<file path="config.mk">
export PLATFORM = sky130hd
export DESIGN_NAME = dmcs_queue
export DESIGN_NICKNAME = d
export VERILOG_FILES = /design/src/hdl/dmcs_pkg.sv /design/src/hdl/dmcs_queue.sv
export SDC_FILE = /design/constraint.sdc
export NUM_CORES = 1
export LEC_CHECK = 0
export ABC_AREA = 1
export BUFFER_PORTS_ARGS = -buffer_cell sky130_fd_sc_hd__buf_4
export CORE_MARGIN = 2
export CORE_UTILIZATION = 51
export DETAILED_ROUTE_END_ITERATION = 8
export PLACE_DENSITY_LB_ADDON = 0.12
export SYNTH_ARGS = -nofsm -noshare
export SYNTH_HDL_FRONTEND = slang
export SYNTH_SLANG_ARGS = --single-unit
export TNS_END_PERCENT = 50
</file>
<file path="constraint.sdc">
create_clock -name clock -period 2.1 [get_ports clock]
set_clock_uncertainty 0.1 [all_clocks]
set_input_delay 0.42 -clock clock [delete_from_list [all_inputs] [get_ports clock]]
set_output_delay 0.42 -clock clock [all_outputs]
set_load 0.01 [all_outputs]
</file>
<file path="src/hdl/dmcs_pkg.sv">
`default_nettype none
// ----------------------------------------------------------------------------
// dmcs_pkg: shared types and constants of the dot-matrix character serializer
// Field widths, operation codes and the word that travels from the front part
// to the back part through the decoupling queue.
// ----------------------------------------------------------------------------
package dmcs_pkg;

   // Input field widths.
   localparam int OP_W     = 2;
   localparam int CODE_W   = 7;
   localparam int COLUMN_W = 3;
   localparam int VALUE_W  = 8;
   localparam int DOTS_W   = 7;

   // Serial bits sent for one glyph column or one control word.
   localparam int COLUMN_BITS = 8;
   localparam int BIT_W       = 3;
   localparam logic [BIT_W-1:0] BIT_LAST = BIT_W'(COLUMN_BITS - 1);

   // Depth of the queue between the front and back parts.
   localparam int QUEUE_DEPTH = 2;

   // Operation codes of the op field; the fourth code is unused.
   localparam logic [OP_W-1:0] OP_CHAR = 2'd0;
   localparam logic [OP_W-1:0] OP_CTRL = 2'd1;
   localparam logic [OP_W-1:0] OP_FONT = 2'd2;

   // Kind of work the back part carries out.
   typedef enum logic [1:0] {
      KIND_CHAR,
      KIND_CTRL,
      KIND_FONT
   } entry_kind_type;

   // One classified word in the queue.
   typedef struct packed {
      entry_kind_type         kind;
      logic [CODE_W-1:0]      code;
      logic [COLUMN_W-1:0]    column;
      logic [VALUE_W-1:0]     value;
      logic                   frame_start;
      logic                   frame_end;
   } queue_entry_type;

   // Queue status seen by both sides.
   typedef struct packed {
      logic full;
      logic empty;
   } queue_status_type;

endpackage
`default_nettype wire

</file>
<file path="src/hdl/dmcs_queue.sv">
`default_nettype none
// ----------------------------------------------------------------------------
// dmcs_queue: short queue between the front and back parts
// Holds classified words in arrival order so that each side stalls on its own.
// ----------------------------------------------------------------------------
module dmcs_queue (
   input  wire logic                        clock,
   input  wire logic                        reset,
   input  wire logic                        push,
   input  wire dmcs_pkg::queue_entry_type   push_entry,
   input  wire logic                        pop,
   output dmcs_pkg::queue_entry_type        pop_entry,
   output dmcs_pkg::queue_status_type       status
);

   localparam int PTR_W = (dmcs_pkg::QUEUE_DEPTH > 1) ? $clog2(dmcs_pkg::QUEUE_DEPTH) : 1;
   localparam int CNT_W = $clog2(dmcs_pkg::QUEUE_DEPTH + 1);
   localparam logic [PTR_W-1:0] PTR_LAST = PTR_W'(dmcs_pkg::QUEUE_DEPTH - 1);
   localparam logic [CNT_W-1:0] CNT_FULL = CNT_W'(dmcs_pkg::QUEUE_DEPTH);

   dmcs_pkg::queue_entry_type slot_ff [dmcs_pkg::QUEUE_DEPTH];
   logic [PTR_W-1:0] wr_ptr_ff;
   logic [PTR_W-1:0] rd_ptr_ff;
   logic [CNT_W-1:0] count_ff;

   assign pop_entry    = slot_ff[rd_ptr_ff];
   assign status.full  = (count_ff == CNT_FULL);
   assign status.empty = (count_ff == '0);

   // Pointers and fill count.
   always_ff @(posedge clock) begin
      if (reset) begin
         wr_ptr_ff <= '0;
         rd_ptr_ff <= '0;
         count_ff  <= '0;
      end else begin
         if (push) begin
            wr_ptr_ff <= (wr_ptr_ff == PTR_LAST) ? '0 : wr_ptr_ff + PTR_W'(1);
         end
         if (pop) begin
            rd_ptr_ff <= (rd_ptr_ff == PTR_LAST) ? '0 : rd_ptr_ff + PTR_W'(1);
         end
         if (push && !pop) begin
            count_ff <= count_ff + CNT_W'(1);
         end else if (pop && !push) begin
            count_ff <= count_ff - CNT_W'(1);
         end
      end
   end

   // Entry storage.
   always_ff @(posedge clock) begin
      if (push) begin
         slot_ff[wr_ptr_ff] <= push_entry;
      end
   end

endmodule
`default_nettype wire

</file>
==> results.yml <==
timing:
  slew_violations: 0
  finalWorstPathRequiredPeriod_ns: 1.96
  max_freq_mhz: 510
  hold_viol_final: 0
  hold_slack_ns: 0.135
  worstMarginPinSlew_ns: 0.326
  period_share_pct: 93.4
  rsz0062_at_grt: "false"
  setup_viol: 0
  setup-tns-final_ns: 0
  slew_headroom_pct: 78.3
finish:
  fillerInstances: 246
  nets: 188
  layout-drive-gt1-share_pct: 53.1
  antenna_cells: 0
  area_delta_synth_final_pct: 27.8
cts:
  clockBufferDepth: 2
  post_cts_buffers: 0
  cts_made_buffers: 5
  clock_latency_ns: 0.35
  ctsHoldBuffers: 0
  ctsResizeCount: 0
  cts_tree: "built"
  clockRootBuffer: "clkbuf_4"
  cts.sink_count: 49
  clkTransAtPathRegs_ns: 0.14
  htree_num_levels: 2
grt:
  grt-ovfl-total: 0
  grt_start_max_net_pins: 17
  grt_pass1_wl_mm: 5.04
  grt_usage_pct: 17.1
  grt_antenna_before_repair: 0
  grt_pass1_vias: 1103
power_and_ir_drop:
  p_per_area_nw_per_um2: 787
  p_leak_nw: 0.922
  ir_drop_uv: 471
  p_total_w: 0.00183
setup_path:
  critical_path_class: "reg2out"
  r2r_slack_ns: 0.76
  critical_path.cell_chain: "buf_4, mux2_2, buf_4"
  endpoint_kind: "output pin"
  cp_data_arrival_time_ns: 1.44
  path_common_cell: "buf_4"
  startpoint_type: "flop"
  critPathMaxFanout: 12
  cp_slowest_stage_delay_ns: 0.37
  worstPathRequired_ns: 1.58
  cpMaxStageDelayCell: "mux2_2"
run_status:
  status: "complete, no violations"
floorplanning:
  rows: 21
  die_y_um: 63.7
  coreArea_um2: 3390
  start_util_pct: 53.6
  die_w_um: 63.7
  die_area_um2: 4060
  ioPinCount: 50
synth:
  netlist_instances: 101
  yosysSeqAreaShare_pct: 78.2
  synth_area_per_cell_um2: 18.0
  synth_area_um2: 1820
  syn_nets: 128
  synth_cell_type_count: 14
  yosysWarningCount: 0
  synth-seq-cells: 49
run:
  maxCapViolations: 0
placement:
  place_congestion: 0.719
  dp_hpwl_mm: 2.21
  io_buffers: 49
drt:
  drc: 0
  first_pass_iters: 4
  drt-total-wl_mm: 3.10
  vias_per_cell: 4.96
  vias: 1031
  antenna_left: 0
  drtIter0Drc: 21
  wl_per_cell_um: 14.9
min_path:
  min_path_type: "in2reg"
==> state kept, by name (all words and copies together) (netlist names), named ones only <==
register / count
count_ff: 2
rd_ptr_ff: 1
slot_ff: 44
wr_ptr_ff: 1
==> layout by cell type (no fill, tap or decap), drive strengths merged <==
cell type | netlist | routed
buf | 2 | 55
nand4 | 1 | 1
a21oi | 1 | 1
nand2 | 5 | 5
dfxtp | 5 | 5
clkinv | 0 | 2
mux2 | 22 | 22
edfxtp | 44 | 44
nor3 | 1 | 1
o21ai | 1 | 1
nor2 | 7 | 7
nand3 | 1 | 1
clkinvlp | 0 | 1
clkbuf | 0 | 5
ha | 1 | 1
xnor2 | 1 | 1
inv | 9 | 9
==> stage by stage <==
| step | setup WS, ns | utilization, % | instances | instance area, um2 |
|---|---|---|---|---|
| global placement | 0.561 | 66.9 | 200 | 2270 |
| global route | 0.0746 | 68.5 | 208 | 2320 |
| detailed placement | 0.534 | 66.9 | 200 | 2270 |
| floorplan | 0.207 | - | 101 | 1820 |
| CTS | 0.122 | 68.5 | 208 | 2320 |
| finish | 0.138 | 68.5 | 208 | 2320 |
==> cell usage after synthesis <==
cell	number	share of area [%]
ha_1	1	0.69
dfxtp_1	5	5.5
nand4_1	1	0.34
xnor2_1	1	0.48
mux2_2	22	14
nand3_1	1	0.28
nor2_1	7	1.4
edfxtp_1	44	73
a21oi_1	1	0.28
nor3_1	1	0.28
inv_1	9	1.9
buf_6	2	1.2
o21ai_0	1	0.28
nand2_1	5	1.0
==> path summary, 6_finish.rpt <==
kind	startpoint	to	depth (start not counted)
hold / removal	push_entry[11]	slot_ff[1][11]	1
setup reg to reg	wr_ptr_ff	slot_ff[1][10]	3
hold reg to reg	wr_ptr_ff	wr_ptr_ff	2
setup / recovery	flop	pop_entry[21]	3
==> critical path, delay by kind of cell (launching register included) <==
family	cells	cell delay (ns)
mux	1	0.37
buf+inv	2	0.35
flops	1	0.36
==> final cells by class <==
class	count	area (um2)	share of cell area (%)
Timing Repair Buffer	55	413	17.8
Sequential cell	49	1420	61.2
Inverter	9	33.8	1.45
Clock buffer	5	37.5	1.62
Tap cell	46	57.6	2.48
Clock inverter	3	17.5	0.754
Multi-Input combinational cell	41	343	14.8
==> power breakdown <==
group	internal (W)	total (W)	switching (W)
Combinational	0.000154	0.000281	0.000127
Sequential	0.00112	0.00114	0.0000172
Clock	0.000127	0.000409	0.000282
==> cells by family after synthesis <==
group           share of synthesized area, %
flops                                   78.2
buf+inv                                 3.10
xor+xnor                               0.482
mux                                     13.6
fa+ha+maj                              0.688
compound gates                         0.550
simple gates                            3.37
==> per-layer routing <==
metal  wire length, um  track usage (%)  share of wire, %
met4                15             5.71              0.48
met1              1200             18.2                39
met2              1720             30.9                55
met5                 0                0                 0
met3               169             6.43               5.4
Note: power is estimated with default switching activity, not from simulation.
