==> config.mk <==
export PLATFORM = sky130hd
export DESIGN_NAME = dmcs_front_flat
export DESIGN_NICKNAME = d
export VERILOG_FILES = /design/src/hdl/dmcs_pkg.sv /design/src/hdl/dmcs_req_if.sv /design/src/hdl/dmcs_front.sv /design/src/flat_wrapper.sv
export SDC_FILE = /design/constraint.sdc
export NUM_CORES = 1
export LEC_CHECK = 0
export BUFFER_PORTS_ARGS = -buffer_cell sky130_fd_sc_hd__buf_4
export CAP_MARGIN = 20
export CORE_MARGIN = 2
export CORE_UTILIZATION = 27
export CTS_CLUSTER_DIAMETER = 60
export DETAILED_ROUTE_END_ITERATION = 10
export GPL_TIMING_DRIVEN = 0
export PLACE_DENSITY = 0.74
export RECOVER_POWER = 100
export SLEW_MARGIN = 25
export SYNTH_ARGS = -nofsm -noshare
export SYNTH_HDL_FRONTEND = slang
export SYNTH_SLANG_ARGS = --single-unit
==> constraint.sdc <==
create_clock -name clock -period 1.4 [get_ports clock]
set_input_delay 0.28 -clock clock [delete_from_list [all_inputs] [get_ports clock]]
set_output_delay 0.28 -clock clock [all_outputs]
set_load 0.05 [all_outputs]
==> src/hdl/dmcs_pkg.sv <==
`default_nettype none
// ----------------------------------------------------------------------------
// dmcs_pkg: shared types and constants of the dot-matrix character serializer
// Field widths, operation codes and the word that travels from the front part
// to the back part through the decoupling queue.
// ----------------------------------------------------------------------------
package dmcs_pkg;

   // Input field widths.
   localparam int OP_W     = 2;
   localparam int CODE_W   = 7;
   localparam int COLUMN_W = 3;
   localparam int VALUE_W  = 8;
   localparam int DOTS_W   = 7;

   // Serial bits sent for one glyph column or one control word.
   localparam int COLUMN_BITS = 8;
   localparam int BIT_W       = 3;
   localparam logic [BIT_W-1:0] BIT_LAST = BIT_W'(COLUMN_BITS - 1);

   // Depth of the queue between the front and back parts.
   localparam int QUEUE_DEPTH = 2;

   // Operation codes of the op field; the fourth code is unused.
   localparam logic [OP_W-1:0] OP_CHAR = 2'd0;
   localparam logic [OP_W-1:0] OP_CTRL = 2'd1;
   localparam logic [OP_W-1:0] OP_FONT = 2'd2;

   // Kind of work the back part carries out.
   typedef enum logic [1:0] {
      KIND_CHAR,
      KIND_CTRL,
      KIND_FONT
   } entry_kind_type;

   // One classified word in the queue.
   typedef struct packed {
      entry_kind_type         kind;
      logic [CODE_W-1:0]      code;
      logic [COLUMN_W-1:0]    column;
      logic [VALUE_W-1:0]     value;
      logic                   frame_start;
      logic                   frame_end;
   } queue_entry_type;

   // Queue status seen by both sides.
   typedef struct packed {
      logic full;
      logic empty;
   } queue_status_type;

endpackage
`default_nettype wire

==> src/hdl/dmcs_req_if.sv <==
`default_nettype none
// ----------------------------------------------------------------------------
// dmcs_req_if: input channel of the serializer
// Carries one operation word with valid and ready.
// ----------------------------------------------------------------------------
interface dmcs_req_if;
   logic                          valid;
   logic                          ready;
   logic [dmcs_pkg::OP_W-1:0]     op;
   logic [dmcs_pkg::CODE_W-1:0]   code;
   logic [dmcs_pkg::COLUMN_W-1:0] column;
   logic [dmcs_pkg::VALUE_W-1:0]  value;

   modport source (output valid, op, code, column, value, input ready);
   modport sink   (input valid, op, code, column, value, output ready);
endinterface
`default_nettype wire

==> src/hdl/dmcs_front.sv <==
`default_nettype none
// ----------------------------------------------------------------------------
// dmcs_front: accepts and classifies input words
// Decodes the operation, tracks the character position in the open frame and
// pushes one classified word per useful operation into the queue.
// ----------------------------------------------------------------------------
module dmcs_front #(
   parameter int CHARS_PER_FRAME = 8
) (
   input  wire logic                       clock,
   input  wire logic                       reset,
   dmcs_req_if.sink                        req_ch,
   input  wire dmcs_pkg::queue_status_type q_status,
   output logic                            push,
   output dmcs_pkg::queue_entry_type       push_entry
);

   localparam int POS_W = (CHARS_PER_FRAME > 1) ? $clog2(CHARS_PER_FRAME) : 1;
   localparam logic [POS_W-1:0] LAST_POS = POS_W'(CHARS_PER_FRAME - 1);

   logic [POS_W-1:0] pos_ff;
   logic [POS_W-1:0] pos_in;
   logic             accept;

   // A word is taken whenever the queue has room.
   assign req_ch.ready = !q_status.full;
   assign accept       = req_ch.valid && !q_status.full;

   // Classify the word and work out the frame marks of a character.
   always_comb begin
      push                   = 1'b0;
      pos_in                 = pos_ff;
      push_entry.kind        = dmcs_pkg::KIND_FONT;
      push_entry.code        = req_ch.code;
      push_entry.column      = req_ch.column;
      push_entry.value       = req_ch.value;
      push_entry.frame_start = 1'b1;
      push_entry.frame_end   = 1'b1;
      case (req_ch.op)
         dmcs_pkg::OP_CHAR: begin
            push                   = accept;
            push_entry.kind        = dmcs_pkg::KIND_CHAR;
            push_entry.frame_start = (pos_ff == '0);
            push_entry.frame_end   = (pos_ff == LAST_POS);
            if (accept) begin
               pos_in = (pos_ff == LAST_POS) ? '0 : pos_ff + POS_W'(1);
            end
         end
         dmcs_pkg::OP_CTRL: begin
            // A control word is a frame of its own and aborts a partial one.
            push            = accept;
            push_entry.kind = dmcs_pkg::KIND_CTRL;
            if (accept) begin
               pos_in = '0;
            end
         end
         dmcs_pkg::OP_FONT: begin
            push            = accept;
            push_entry.kind = dmcs_pkg::KIND_FONT;
         end
         default: begin
            // The unused code is taken and dropped.
            push = 1'b0;
         end
      endcase
   end

   // Character position register.
   always_ff @(posedge clock) begin
      if (reset) begin
         pos_ff <= '0;
      end else begin
         pos_ff <= pos_in;
      end
   end

endmodule
`default_nettype wire

==> src/flat_wrapper.sv <==
// flat-port wrapper written by rule: the top's interface ports become plain ports
module dmcs_front_flat 
#(
   parameter int CHARS_PER_FRAME = 8
)
  (clock, reset, q_status, push, push_entry, req_ch_valid, req_ch_op, req_ch_code, req_ch_column, req_ch_value, req_ch_ready);
  dmcs_req_if req_ch_i ();
  input  wire logic clock;
  input  wire logic reset;
  input  wire dmcs_pkg::queue_status_type q_status;
  output logic push;
  output dmcs_pkg::queue_entry_type push_entry;
  input wire logic [$bits(req_ch_i.valid)-1:0] req_ch_valid;
  input wire logic [$bits(req_ch_i.op)-1:0] req_ch_op;
  input wire logic [$bits(req_ch_i.code)-1:0] req_ch_code;
  input wire logic [$bits(req_ch_i.column)-1:0] req_ch_column;
  input wire logic [$bits(req_ch_i.value)-1:0] req_ch_value;
  output wire logic [$bits(req_ch_i.ready)-1:0] req_ch_ready;
  assign req_ch_i.valid = req_ch_valid;
  assign req_ch_i.op = req_ch_op;
  assign req_ch_i.code = req_ch_code;
  assign req_ch_i.column = req_ch_column;
  assign req_ch_i.value = req_ch_value;
  assign req_ch_ready = req_ch_i.ready;
  dmcs_front #(.CHARS_PER_FRAME(CHARS_PER_FRAME)) u_core (.clock(clock), .reset(reset), .req_ch(req_ch_i), .q_status(q_status), .push(push), .push_entry(push_entry));
endmodule
==> results_dict.tcl, run 1 <==
set metrics [dict create \
    cts.root.buffer_cell "clkbuf_4" \
    clk_pin_slew_ns 0.04 \
    crit_path_end "push_entry[0]" \
    crit_family "flip-flops" \
    syn_to_final_growth_pct 74.2 \
    tightest_slew_ns 0.599 \
    start_util_pct 28.7 \
    nFillCells 148 \
    critical-path-max-stage-delay_ns 0.33 \
    r2r-end "u_core.pos_ff[1]" \
    whs_ns 0.350 \
    ys_ff_latch 3 \
    synth.net_count 73 \
    grt_use_total_pct 10.2 \
    grt_pass1_wl_um 1080 \
    slew_viol_final 0 \
    synthDistinctLibCells 16 \
    crit_required_ns 1.12 \
    antenna_found_initial 0 \
    nets 109 \
    p_leak_nw 0.289 \
    final.period_utilization_pct 117 \
    async_flop_share_pct 0 \
    crit_start "u_core.pos_ff[0]" \
    rrSetupSlack_ns 0.01 \
    drive_above_1_share_pct 56.3 \
    placed_cells 89 \
    synth_most_common_cell "buf_4" \
    cts_buffers 3 \
    cp_slowest_cell "dfxtp_2" \
    worstSetupPathType "reg2out" \
    die_h_um 41.0 \
    yosysSeqAreaShare_pct 16.3 \
    grt_setup_unrepaired "yes" \
    grt_pass1_vias 303 \
    fin_setup_tns_ns -0.389 \
    status "complete, but fails checks" \
    pwr_density_cell_nw_per_um2 742 \
    synth-edff-count 0 \
    r2r-start "u_core.pos_ff[0]" \
    critical_path_depth 4 \
    dieArea_um2 1680 \
    crit_fanout 2 \
    post-route-drc-count 0 \
    final_antenna_net_count 0 \
    netlist_area_um2 369 \
    post-dp-hpwl_um 694 \
    clock-sinks 3 \
    worst-path-buf-inv 1 \
    final-seq-area_um2 62.6 \
    violations "negative setup slack" \
    rows 13 \
    synth.area.top_cells "buf_4, dfxtp_1, ha_1" \
    vias 386 \
    largest_reg_flops 3 \
    largestRegisters "u_core.pos_ff: 3 flops" \
    die_w_um 41.0 \
    multi_input_area_um2 208 \
    cp-start-kind "flop" \
    stdcell_count 95 \
    clkLatencyLatePin_ns 0.24 \
    tritoncts "yes" \
    antenna_cells 0 \
    grt_max_degree 8 \
    cp_common_cell "ha_4" \
    synthFlopType "dfxtp_1" \
    worst_clock_skew_ns 0.00410 \
    setup_violations 2 \
    pin_count 49 \
    fin_util_pct 50.0 \
    worst-r2r-cell-count 6 \
    final.setup.worst_slack_ns -0.238 \
    clockBufferDepth 2 \
    drt-total-wl_um 900 \
    coreArea_um2 1280 \
    worstSetupEndpointType "output port" \
    htree_levels 1 \
    drt_first_iter_violations 1 \
    synth_cells 45 \
    synth_largest_type_area_fraction_pct 36.6 \
    ir_worst_vdd_uv 477 \
    drtPass1Iterations 4 \
    hp-class "in2reg" \
    pre_cts_ws_ns -0.0941 \
    max_freq_mhz 610 \
    arrival_ns 1.36 \
    largest_register "u_core.pos_ff" \
    synth.avg_cell_area_um2 8.20 \
    port-buffer-count 29 \
    period_needed_ns 1.64 \
    hold_buffers 0 \
    synthTopCellsByCount "buf_4, inv_1" \
    slew_headroom_pct 60.2 \
    grt_overflow 0 \
    wire_per_inst_um 9.47 \
    drv_cap 0 \
    gp_congestion 0.749 \
    yosysWarningCount 0 \
    path_cells "ha_4 -> ha_4 -> or3_4 -> buf_8" \
    via_per_inst 4.06 \
    hold_viol_final 0 \
    synth_top_area_cell "buf_4" \
]
==> metal layers <==
metal	routed length, µm	global-route usage, %
met1	291	8.44
met2	400	19.1
met3	186	2.17
met4	21	10.0
met5	0	0
==> where the power goes <==
part	switching, mW	internal, mW
Combinational	0.161	0.0745
Sequential	0.00135	0.0873
Clock	0.0465	0.107
Total	0.208	0.269
==> through the flow <==
step,power [mW],cell area [µm²]
after CTS,0.507,671
final,0.477,643
after floorplan,0.274,379
after global placement,0.342,616
after global routing,0.505,643
after detailed placement,0.344,616
==> timing repair <==
item	in CTS	in global routing
pin swaps	0	2
resized for setup	8	10
cloned	0	0
endpoints found under the setup margin	3	4
buffers inserted	1	1
==> area by class of cell <==
| cell class | count | area share, % |
|---|---|---|
| multi-input cells | 19 | 32.3 |
| plain buffers | 19 | 21.6 |
| flip-flops and latches | 3 | 9.73 |
| well taps | 15 | 2.92 |
| clock buffers | 4 | 4.09 |
| repair buffers | 31 | 26.7 |
| inverters | 4 | 2.72 |
==> worst min-delay path, cell delays in order <==
cell and delay (ns):
buf_4 0.11, nand2b_1 0.09, mux2i_1 0.06
==> cells in the final DEF (no fill, tap or decap), drive strengths merged, types with 2 or more instances in the layout <==
cell and count:
ha 3, or3b 2, mux2i 3, nand2b 3, clkbuf 27, buf 27
dfxtp 3, inv 4
==> logic make-up (layout without fill, tap and decap cells) <==
kind of cell    Yosys count  in the layout  share of synthesized area [%]
buf+inv                  23             58                           41.7
compound gates            1              1                           1.35
mux                       3              3                           8.14
flops                     3              3                           16.3
fa+ha+maj                 3              3                           10.2
simple gates             12             12                           22.4
==> how the worst min path moves through the flow <==
stage / start / end / slack, ns / cells past startpoint
4_1_cts: reset / u_core.pos_ff[1] / 0.35 / 3
6_report: reset / u_core.pos_ff[1] / 0.35 / 3
3_3_place_gp: u_core.pos_ff[1] / u_core.pos_ff[1] / 0.48 / 2
2_1_floorplan: reset / u_core.pos_ff[0] / 0.46 / 2
3_5_place_dp: u_core.pos_ff[1] / u_core.pos_ff[1] / 0.49 / 2
5_1_grt: q_status[1] / u_core.pos_ff[0] / 0.37 / 3
Note: power is estimated with default switching activity, not from simulation.
==> inputs of run 2 (changes only) <==
--- a/constraint.sdc
+++ b/constraint.sdc
@@ -3,2 +3,2 @@
 set_output_delay 0.28 -clock clock [all_outputs]
-set_load 0.05 [all_outputs]
+set_load 0.02 [all_outputs]
==> run 2 against run 1 <==
Against the previous run: the run still ends with negative setup slack left; combinational power is 36% lower; largest power group unchanged; critical path depth unchanged; clock power is 3% lower; critical path type unchanged; worst setup slack improved by 0.040 ns.
==> results_dict.tcl, run 2 (synthesis results as in run 1) <==
set metrics [dict create \
    status "complete, but fails checks" \
    crit_required_ns 1.12 \
    syn_to_final_growth_pct 74.2 \
    worstSetupPathType "reg2out" \
    pin_count 49 \
    largestRegisters "u_core.pos_ff: 3 flops" \
    worst-r2r-cell-count 6 \
    grt_overflow 0 \
    hold_buffers 0 \
    final.setup.worst_slack_ns -0.198 \
    grt_pass1_wl_um 1210 \
    final_antenna_net_count 0 \
    clk_pin_slew_ns 0.03 \
    tightest_slew_ns 0.338 \
    p_int_uw 264 \
    grt_use_met1_pct 9.42 \
    p_leak_nw 0.289 \
    grt_use_total_pct 11.0 \
    largest_reg_flops 3 \
    worstSetupEndpointType "output port" \
    pwr-share-comb_pct 38.7 \
    clkLatencyLatePin_ns 0.23 \
    drv_cap 0 \
    worst_clock_skew_ns 0.000110 \
    mostFrequentLayoutCells "clkbuf_1, buf_4, buf_6" \
    antenna_cells 0 \
    die_h_um 41.0 \
    tritoncts "yes" \
    grt_setup_unrepaired "yes" \
    vias 387 \
    cts.root.buffer_cell "clkbuf_4" \
    drive_above_1_share_pct 53.1 \
    cp-start-kind "flop" \
    drtPass1Iterations 2 \
    p_switching_uw 122 \
    busiest_layer "met2" \
    clock-sinks 3 \
    port-buffer-count 29 \
    wire_per_inst_um 9.03 \
    grt_max_degree 8 \
    max_freq_mhz 626 \
    crit_fanout 2 \
    multi_input_area_um2 204 \
    post-route-drc-count 0 \
    met3_usage_pct 2.17 \
    start_util_pct 28.7 \
    hold_viol_final 0 \
    nFillCells 144 \
    grtUsageMet2_pct 21.9 \
    clockPowerShare_pct 38.4 \
    clockBufferDepth 2 \
    via_per_inst 4.03 \
    arrival_ns 1.32 \
    period_needed_ns 1.60 \
    final.period_utilization_pct 114 \
    setup_violations 3 \
    pwr_density_cell_nw_per_um2 601 \
    drt_first_iter_violations 1 \
    htree_levels 1 \
    pre_cts_ws_ns -0.0549 \
    gp_congestion 0.593 \
    hp-class "in2reg" \
    grt_pass1_vias 361 \
    dieArea_um2 1680 \
    whs_ns 0.354 \
    largest_register "u_core.pos_ff" \
    worstHoldPathCells 3 \
    violations "negative setup slack" \
    ir_worst_vdd_uv 363 \
    rows 13 \
    seq_power_share_pct 22.9 \
    slew_viol_final 0 \
    nets 110 \
    final-seq-area_um2 62.6 \
    switching_share_pct 31.6 \
    die_w_um 41.0 \
    coreArea_um2 1280 \
    drt-total-wl_um 867 \
    antenna_found_initial 0 \
    cts_buffers 3 \
    slew_headroom_pct 77.3 \
]
-- run 2: power by group through the flow --
stage | clock (mW) | combinational, mW | sequential [mW]
2_1_floorplan | 0 | 0.101 | 0.0892
3_3_place_gp | 0 | 0.168 | 0.0894
3_5_place_dp | 0 | 0.170 | 0.0894
4_1_cts | 0.160 | 0.175 | 0.0884
5_1_grt | 0.161 | 0.163 | 0.0887
6_report | 0.148 | 0.150 | 0.0886
-- run 2: path summary, 6_finish.rpt --
path | startpoint | to | slack, ns
hold / removal | reset | u_core.pos_ff[1] | 0.35
setup reg to reg | u_core.pos_ff[1] | u_core.pos_ff[1] | -0.04
hold reg to reg | u_core.pos_ff[2] | u_core.pos_ff[2] | 0.55
setup / recovery | u_core.pos_ff[0] | push_entry[0] | -0.20
-- run 2: cell type report --
class / instances / area share (%)
buffer: 19 / 21.6
clock buffer: 4 / 4.09
inverter: 4 / 3.11
multi-input combinational: 19 / 31.7
sequential: 3 / 9.73
tap: 15 / 2.92
timing repair buffer: 32 / 26.8
-- run 2: metrics by stage --
step	total power, mW	TNS (ns)	instance area, µm²	std cells	util [%]
finish	0.386	-0.362	643	96	50.0
global route	0.413	-0.531	643	96	50.0
CTS	0.424	-0.315	683	95	53.2
detailed placement	0.260	-0.0838	606	89	47.1
global placement	0.258	-0.0672	606	89	47.1
floorplan	0.190	0	369	45	-
-- run 2: per-layer routing --
layer | up-vias | wire [µm] | share of wire, %
li1 | 197 | - | -
met1 | 159 | 283 | 33
met2 | 31 | 412 | 48
met3 | 0 | 171 | 20
met4 | 0 | 0 | 0
met5 | - | 0 | 0
-- run 2: critical path, cell delays in order, from the launching register on --
cell and delay, ns:
dfxtp_2 0.33, ha_4 0.16, ha_4 0.15, or3_4 0.32, buf_6 0.14
-- run 2: timing repair --
item                       in CTS  in global routing
gates resized for setup         9                 11
setup endpoints to repair       3                  4
pin swaps                       1                  3
buffers inserted                2                  1
==> inputs of run 3 (changes only) <==
Settings changed: PLACE_DENSITY 0.74 to 0.76.
==> run 3 against run 2 <==
Against the previous run: the run still ends with negative setup slack left; fmax down 1.7%; first-iteration DRC count unchanged; power down 1.8%; die area unchanged; design area down 6.6%; sequential cell count unchanged; wire length up 3.6%; critical path depth unchanged; global-route usage up 0.087 points.
==> results_dict.tcl, run 3 (synthesis results as in run 1) <==
set metrics [dict create \
    wire_per_inst_um 9.66 \
    final_antenna_net_count 0 \
    cts_buffers 3 \
    largestRegisters "u_core.pos_ff: 3 flops" \
    slew_viol_final 0 \
    clock-sinks 3 \
    worst-path-buf-inv 1 \
    grt_use_met1_pct 9.68 \
    grt_use_total_pct 11.1 \
    pwr-share-comb_pct 38.2 \
    path_cells "ha_4 -> ha_4 -> or3_4 -> buf_6" \
    antenna_found_initial 0 \
    setup_violations 1 \
    r2r-start "u_core.pos_ff[1]" \
    max_freq_mhz 615 \
    slew_headroom_pct 76.9 \
    antenna_cells 0 \
    grtUsageMet2_pct 20.7 \
    mostFrequentLayoutCells "clkbuf_1, buf_4, inv_1" \
    crit_fanout 3 \
    grt_max_degree 8 \
    pre_cts_ws_ns -0.0542 \
    tritoncts "yes" \
    drtPass1Iterations 2 \
    totalPowerFinal_uw 379 \
    cp_common_cell "ha_4" \
    clockPowerShare_pct 39.3 \
    htree_levels 1 \
    tightest_slew_ns 0.345 \
    post-route-drc-count 0 \
    hold_viol_final 0 \
    start_util_pct 28.7 \
    hold_start "reset" \
    pin_count 49 \
    die_w_um 41.0 \
    dieArea_um2 1680 \
    p_leak_nw 0.268 \
    final_common_cell "clkbuf_1" \
    crit_start "u_core.pos_ff[1]" \
    busiest_layer "met2" \
    nFillCells 153 \
    grt_overflow 0 \
    period_needed_ns 1.63 \
    post-dp-hpwl_um 710 \
    vias 371 \
    status "complete, but fails checks" \
    post-cts-setup-buffers 0 \
    largest_reg_flops 3 \
    switching_share_pct 31.9 \
    rows 13 \
    drive_above_1_share_pct 47.4 \
    drt_first_iter_violations 1 \
    placed_area_um2 606 \
    cp-start-kind "flop" \
    arrival_ns 1.35 \
    cp_slowest_cell "dfxtp_4" \
    p_switching_uw 121 \
    pwr_density_cell_nw_per_um2 632 \
    clk_pin_slew_ns 0.04 \
    drv_cap 0 \
    grt_pass1_vias 301 \
    die_h_um 41.0 \
    met3_usage_pct 2.17 \
    worstSetupEndpointType "output port" \
    drt-total-wl_um 898 \
    seq_power_share_pct 22.6 \
    port-buffer-count 29 \
    grt_pass1_wl_um 1160 \
    violations "negative setup slack" \
    gp_congestion 0.658 \
    largest_register "u_core.pos_ff" \
    clockBufferDepth 2 \
    final.period_utilization_pct 116 \
    via_per_inst 3.99 \
    worstSetupPathType "reg2out" \
    clkLatencyLatePin_ns 0.23 \
    critical-path-max-stage-delay_ns 0.35 \
    ir_worst_vdd_uv 285 \
    grt_setup_unrepaired "yes" \
    hp-class "in2reg" \
    worst_clock_skew_ns 0.00177 \
    nets 107 \
    coreArea_um2 1280 \
    p_int_uw 258 \
    final.setup.worst_slack_ns -0.226 \
    syn_to_final_growth_pct 62.7 \
    design_area_um2 601 \
    fin_util_pct 46.7 \
    crit_required_ns 1.12 \
    crit_family "flip-flops" \
    cts.root.buffer_cell "clkbuf_4" \
]
-- run 3: cell count changes in the layout (fill, tap and decap cells not counted), sizes merged --
cell | before | now
buf | 28 | 25
-- run 3: power groups by stage --
stage	clock [mW]	sequential [mW]	combinational (mW)
floorplan	0	0.0892	0.101
global placement	0	0.0894	0.168
detailed placement	0	0.0895	0.170
CTS	0.159	0.0889	0.173
global route	0.165	0.0856	0.158
finish	0.149	0.0856	0.145
-- run 3: metrics by stage --
stage | instances | hold WS [ns] | setup TNS [ns]
after floorplan | 45 | 0.460 | 0
after global placement | 89 | 0.480 | -0.0515
after detailed placement | 89 | 0.488 | -0.0853
after CTS | 93 | 0.343 | -0.258
after global routing | 93 | 0.366 | -0.254
final | 93 | 0.351 | -0.226
-- run 3: path summary, 6_finish.rpt --
check | cells past startpoint | endpoint | slack (ns)
min | 3 | u_core.pos_ff[1] | 0.35
max reg2reg | 4 | u_core.pos_ff[2] | 0.08
max | 4 | push_entry[0] | -0.23
min reg2reg | 2 | u_core.pos_ff[1] | 0.51
-- run 3: final cells by class --
type	count	area [µm²]	area share (%)
Sequential cell	3	67.6	11.3
Multi-Input combinational cell	19	191	31.9
Tap cell	15	18.8	3.13
Inverter	4	15.0	2.50
Buffer	19	139	23.1
Timing Repair Buffer	29	143	23.8
Clock buffer	4	26.3	4.38
-- run 3: worst min-delay path: stages --
cell      delay, ns
buf_4          0.10
nand2b_1       0.09
mux2i_1        0.06
-- run 3: layer usage --
metal  vias to the layer above  wire, µm
met5                         -         0
met4                         0         0
met3                         0       175
met2                        31       433
met1                       149       289
li1                        191         -
-- run 3: repair_timing --
action | in CTS | in global routing
pin swaps | 1 | 3
hold buffers | 0 | 0
hold endpoints to repair | 0 | 0
setup endpoints to repair | 3 | 3
gates resized for setup | 8 | 6
